## config.mk

```make
export PLATFORM = sky130hd
export DESIGN_NAME = vpc_ram
export DESIGN_NICKNAME = d
export VERILOG_FILES = /design/src/rtl/vpc_ram.sv
export SDC_FILE = /design/constraint.sdc
export NUM_CORES = 1
export LEC_CHECK = 0
export BUFFER_PORTS_ARGS = -buffer_cell sky130_fd_sc_hd__buf_2
export CELL_PAD_IN_SITES_DETAIL_PLACEMENT = 1
export CELL_PAD_IN_SITES_GLOBAL_PLACEMENT = 1
export CORE_ASPECT_RATIO = 1.2
export CORE_MARGIN = 2
export CORE_UTILIZATION = 50
export CTS_BUF_LIST = sky130_fd_sc_hd__clkbuf_8
export DETAILED_ROUTE_END_ITERATION = 12
export PLACE_DENSITY = 0.75
export SLEW_MARGIN = 20
export SYNTH_ARGS = -nofsm -noshare
export SYNTH_HDL_FRONTEND = slang
export SYNTH_SLANG_ARGS = --single-unit
```

## constraint.sdc

```tcl
create_clock -name clk -period 1.68 [get_ports clk]
set_input_delay 0.084 -clock clk [delete_from_list [all_inputs] [get_ports clk]]
set_output_delay 0.084 -clock clk [all_outputs]
set_load 0.02 [all_outputs]
```

## src/rtl/vpc_ram.sv

```systemverilog
// ----------------------------------------------------------------------------
// vpc_ram
// Generic single write, single read RAM with registered read data.
// ----------------------------------------------------------------------------
module vpc_ram #(
  parameter int WIDTH = 8,
  parameter int DEPTH = 16
) (
  input  logic                     clk,
  input  logic                     we,
  input  logic [$clog2(DEPTH)-1:0] waddr,
  input  logic [WIDTH-1:0]         wdata,
  input  logic [$clog2(DEPTH)-1:0] raddr,
  output logic [WIDTH-1:0]         rdata
);

  logic [WIDTH-1:0] mem [DEPTH];

  always_ff @(posedge clk) begin
    if (we) begin
      mem[waddr] <= wdata;
    end
    rdata <= mem[raddr];
  end

endmodule

```

==> results.py <==
metrics = {
    "run_status": {
        "status": "completed",
    },
    "global_route": {
        "globalRouteOverflowTotal": 0,
        "antenna_found_initial": 0,
        "vias_in_the_first_global_route": 2793,
        "total_track_usage_pct": 20.7,
        "grt_first_pass_wirelength_um": 16400,
        "grt.busiest_layer": "met2",
        "groute.layer.met1.usage_pct": 25.1,
        "grt_max_degree": 27,
        "groute.layer.met2.usage_pct": 36.3,
        "grtUsageMet3_pct": 5.23,
    },
    "floorplan": {
        "die_w_um": 96.6,
        "floorplan.core_area_mm2": 0.0100,
        "io_pins": 26,
        "dieHeight_um": 115,
        "initial_core_util_pct": 51.4,
        "design.die.area_mm2": 0.0111,
        "num_rows": 40,
    },
    "routing": {
        "routed_via_density": 5.81,
        "route.detailed.wl_per_inst_um": 24.6,
        "antenna_left": 0,
        "dr.first_iter.drc_count": 236,
        "routed_wirelength_um": 10500,
        "via_count": 2477,
        "drc_errors": 0,
        "drt-pass1-iter-count": 4,
    },
    "logic_synthesis": {
        "synth.net_count": 247,
        "post_synth_inst_count": 229,
        "seq_cells_post_synth": 136,
        "synth_area_per_cell_um2": 22.5,
        "synth.yosys.seq_area_share_pct": 77.8,
        "synthDistinctLibCells": 19,
        "ys_warn_count": 0,
        "syn_area_mm2": 0.00515,
    },
    "power_and_ir_drop": {
        "combPwrFrac_pct": 5.3,
        "switching_share_pct": 19.9,
        "power.share.sequential_pct": 53.6,
        "switching_power_uw": 1410,
        "power.internal_uw": 5700,
        "vdd.ir_drop.worst_mv": 0.817,
        "p_per_area_mw_per_mm2": 1190,
        "p_leak_uw": 0.00206,
        "p_clk_share_pct": 41.1,
    },
    "timing": {
        "fin_ws_ns": 0.249,
        "hold_ws_ns": 0.0429,
        "period_minus_slack_ns": 1.43,
        "finalClockSkew_ns": 0.00517,
        "worstMarginPinSlew_ns": 0.420,
        "setup_repair_after_global_routing_missed_its_margin": "false",
        "timing.final.setup_violations": 0,
        "final.setup.tns_ns": 0,
        "final-hold-violation-count": 0,
        "max_slew_margin_pct": 72.0,
        "fin_crit_sh_pct": 85.2,
        "achievable-frequency_mhz": 699,
        "slew_violations": 0,
    },
    "layout": {
        "filler_cell_count": 881,
        "layout_cell_share_with_drive_strength_beyond_1_pct": 32.0,
        "areaGrowthSynthToFinish_pct": 16.4,
        "final-seq-area_mm2": 0.00400,
        "multi_input_comb_area_mm2": 0.00106,
        "antenna_diode_instance_count": 0,
        "finish.utilization_pct": 59.9,
        "nets_finish": 305,
    },
    "place": {
        "post-place-ws_ns": 0.156,
        "port-buffer-count": 25,
        "place.detailed.hpwl_um": 6960,
        "routabilityCongestion": 0.713,
    },
    "worst_setup_path": {
        "cp_startpoint_kind": "flip-flop",
        "cp.required_ns": 1.99,
        "crit_path_max_fanout": 1,
        "timing.setup.critical_path_class": "reg2reg",
        "crit_path_start": "mem[1][3]",
        "critPathArrivalTime_ns": 1.74,
        "end_kind": "flip-flop",
        "critical_path.reg2reg.startpoint": "mem[1][3]",
    },
    "clock_tree": {
        "cts-buffers-inserted": 17,
        "post_cts_setup_bufs": 0,
        "post_cts_resize_count": 0,
        "cts_max_path_buffers": 2,
        "post_cts_hold_buffer_count": 0,
        "cts_sinks": 136,
        "worstSkewPairLatency_ns": 0.42,
        "tritoncts": "yes",
        "cts_htree_levels": 4,
        "cts.clk_slew.worst_paths_ns": 0.07,
        "cts.root.buffer_cell": "sky130_fd_sc_hd__clkbuf_8",
    },
    "worst_hold_path": {
        "hold_wc_startpoint": "wdata[2]",
        "min-delay-path-class": "in2reg",
    },
    "run": {
        "max_cap_viol_count": 0,
    },
}
[power by group through the flow]
| stage | sequential (uW) | combinational [uW] | clock (uW) |
|---|---|---|---|
| after floorplan | 3910 | 193 | 0 |
| after global placement | 3880 | 370 | 0 |
| after detailed placement | 3890 | 386 | 0 |
| after CTS | 3820 | 388 | 2980 |
| after global routing | 3820 | 413 | 3120 |
| final | 3810 | 380 | 2920 |
[through the flow]
stage / cells / power (uW) / instance area, um^2
final: 426 / 7120 / 5990
after CTS: 426 / 7180 / 5990
after detailed placement: 394 / 4280 / 5550
after floorplan: 229 / 4100 / 5150
after global placement: 394 / 4250 / 5550
after global routing: 426 / 7360 / 5990
[per-layer routing]
metal | routed length, um | share of wire (%)
met5 | 0 | 0
met4 | 144 | 1.4
met3 | 389 | 3.7
met2 | 5670 | 54
met1 | 4260 | 41
[cell usage in the layout (no fill, tap or decap)]
| cell type | instances |
|---|---|
| sky130_fd_sc_hd__or3b_2 | 1 |
| sky130_fd_sc_hd__and2_1 | 1 |
| sky130_fd_sc_hd__bufinv_16 | 4 |
| sky130_fd_sc_hd__buf_2 | 25 |
| sky130_fd_sc_hd__clkinv_2 | 1 |
| sky130_fd_sc_hd__mux4_2 | 18 |
| sky130_fd_sc_hd__clkbuf_8 | 21 |
| sky130_fd_sc_hd__a22oi_1 | 16 |
| sky130_fd_sc_hd__nand3b_1 | 2 |
| sky130_fd_sc_hd__nor3_1 | 4 |
| sky130_fd_sc_hd__nand3_1 | 1 |
| sky130_fd_sc_hd__clkinvlp_4 | 2 |
| sky130_fd_sc_hd__edfxtp_1 | 128 |
| sky130_fd_sc_hd__dfxtp_1 | 8 |
| sky130_fd_sc_hd__nand2_1 | 9 |
| sky130_fd_sc_hd__nor2b_1 | 1 |
| sky130_fd_sc_hd__nand2b_1 | 2 |
| sky130_fd_sc_hd__buf_12 | 2 |
| sky130_fd_sc_hd__and2b_1 | 1 |
| sky130_fd_sc_hd__nor2_1 | 13 |
| sky130_fd_sc_hd__buf_4 | 22 |
| sky130_fd_sc_hd__mux4_1 | 14 |
| sky130_fd_sc_hd__inv_1 | 4 |
[critical path, cell delays in order, from the launching register on]
cell,delay [ns]
sky130_fd_sc_hd__edfxtp_1,0.38
sky130_fd_sc_hd__mux4_1,0.53
sky130_fd_sc_hd__a22oi_1,0.33
sky130_fd_sc_hd__nand2_1,0.09
[sequential cells by signal (all words and copies together) (netlist names)]
register  cells
mem         128
rdata         8
[final timing paths]
kind              cells after the start  slack, ns   endpoint
setup / recovery                      3       0.25   rdata[3]
hold / removal                        1       0.04  mem[5][2]
setup reg to reg                      3       0.25   rdata[3]
hold reg to reg                       3       0.67   rdata[3]
[final cells by class]
cell class | count | area share (%)
Sequential cell | 136 | 66.8
Multi-Input combinational cell | 83 | 17.6
Timing Repair Buffer | 49 | 5.51
Clock buffer | 21 | 4.82
Tap cell | 126 | 2.63
Clock inverter | 11 | 2.59
[kinds of logic after synthesis]
logic type / share of synthesized area [%]
flops: 77.8
buf+inv: 1.68
mux: 15.0
compound gates: 2.33
simple gates: 3.18
[synthesized netlist by cell type]
library cell	number	area [um^2]
sky130_fd_sc_hd__edfxtp_1	128	3840
sky130_fd_sc_hd__mux4_2	18	405
sky130_fd_sc_hd__a22oi_1	16	120
sky130_fd_sc_hd__mux4_1	14	368
sky130_fd_sc_hd__nor2_1	13	48.8
sky130_fd_sc_hd__nand2_1	9	33.8
sky130_fd_sc_hd__dfxtp_1	8	160
sky130_fd_sc_hd__nor3_1	4	20.0
sky130_fd_sc_hd__buf_2	3	15.0
sky130_fd_sc_hd__buf_6	3	33.8
sky130_fd_sc_hd__clkdlybuf4s25_2	3	30.0
sky130_fd_sc_hd__nand2b_1	2	12.5
sky130_fd_sc_hd__nand3b_1	2	15.0
sky130_fd_sc_hd__and2_1	1	6.26
sky130_fd_sc_hd__and2b_1	1	7.51
sky130_fd_sc_hd__buf_4	1	7.51
sky130_fd_sc_hd__nand3_1	1	5.00
sky130_fd_sc_hd__nor2b_1	1	6.26
sky130_fd_sc_hd__or3b_2	1	8.76
No activity file was read; power rests on OpenSTA's default activity.
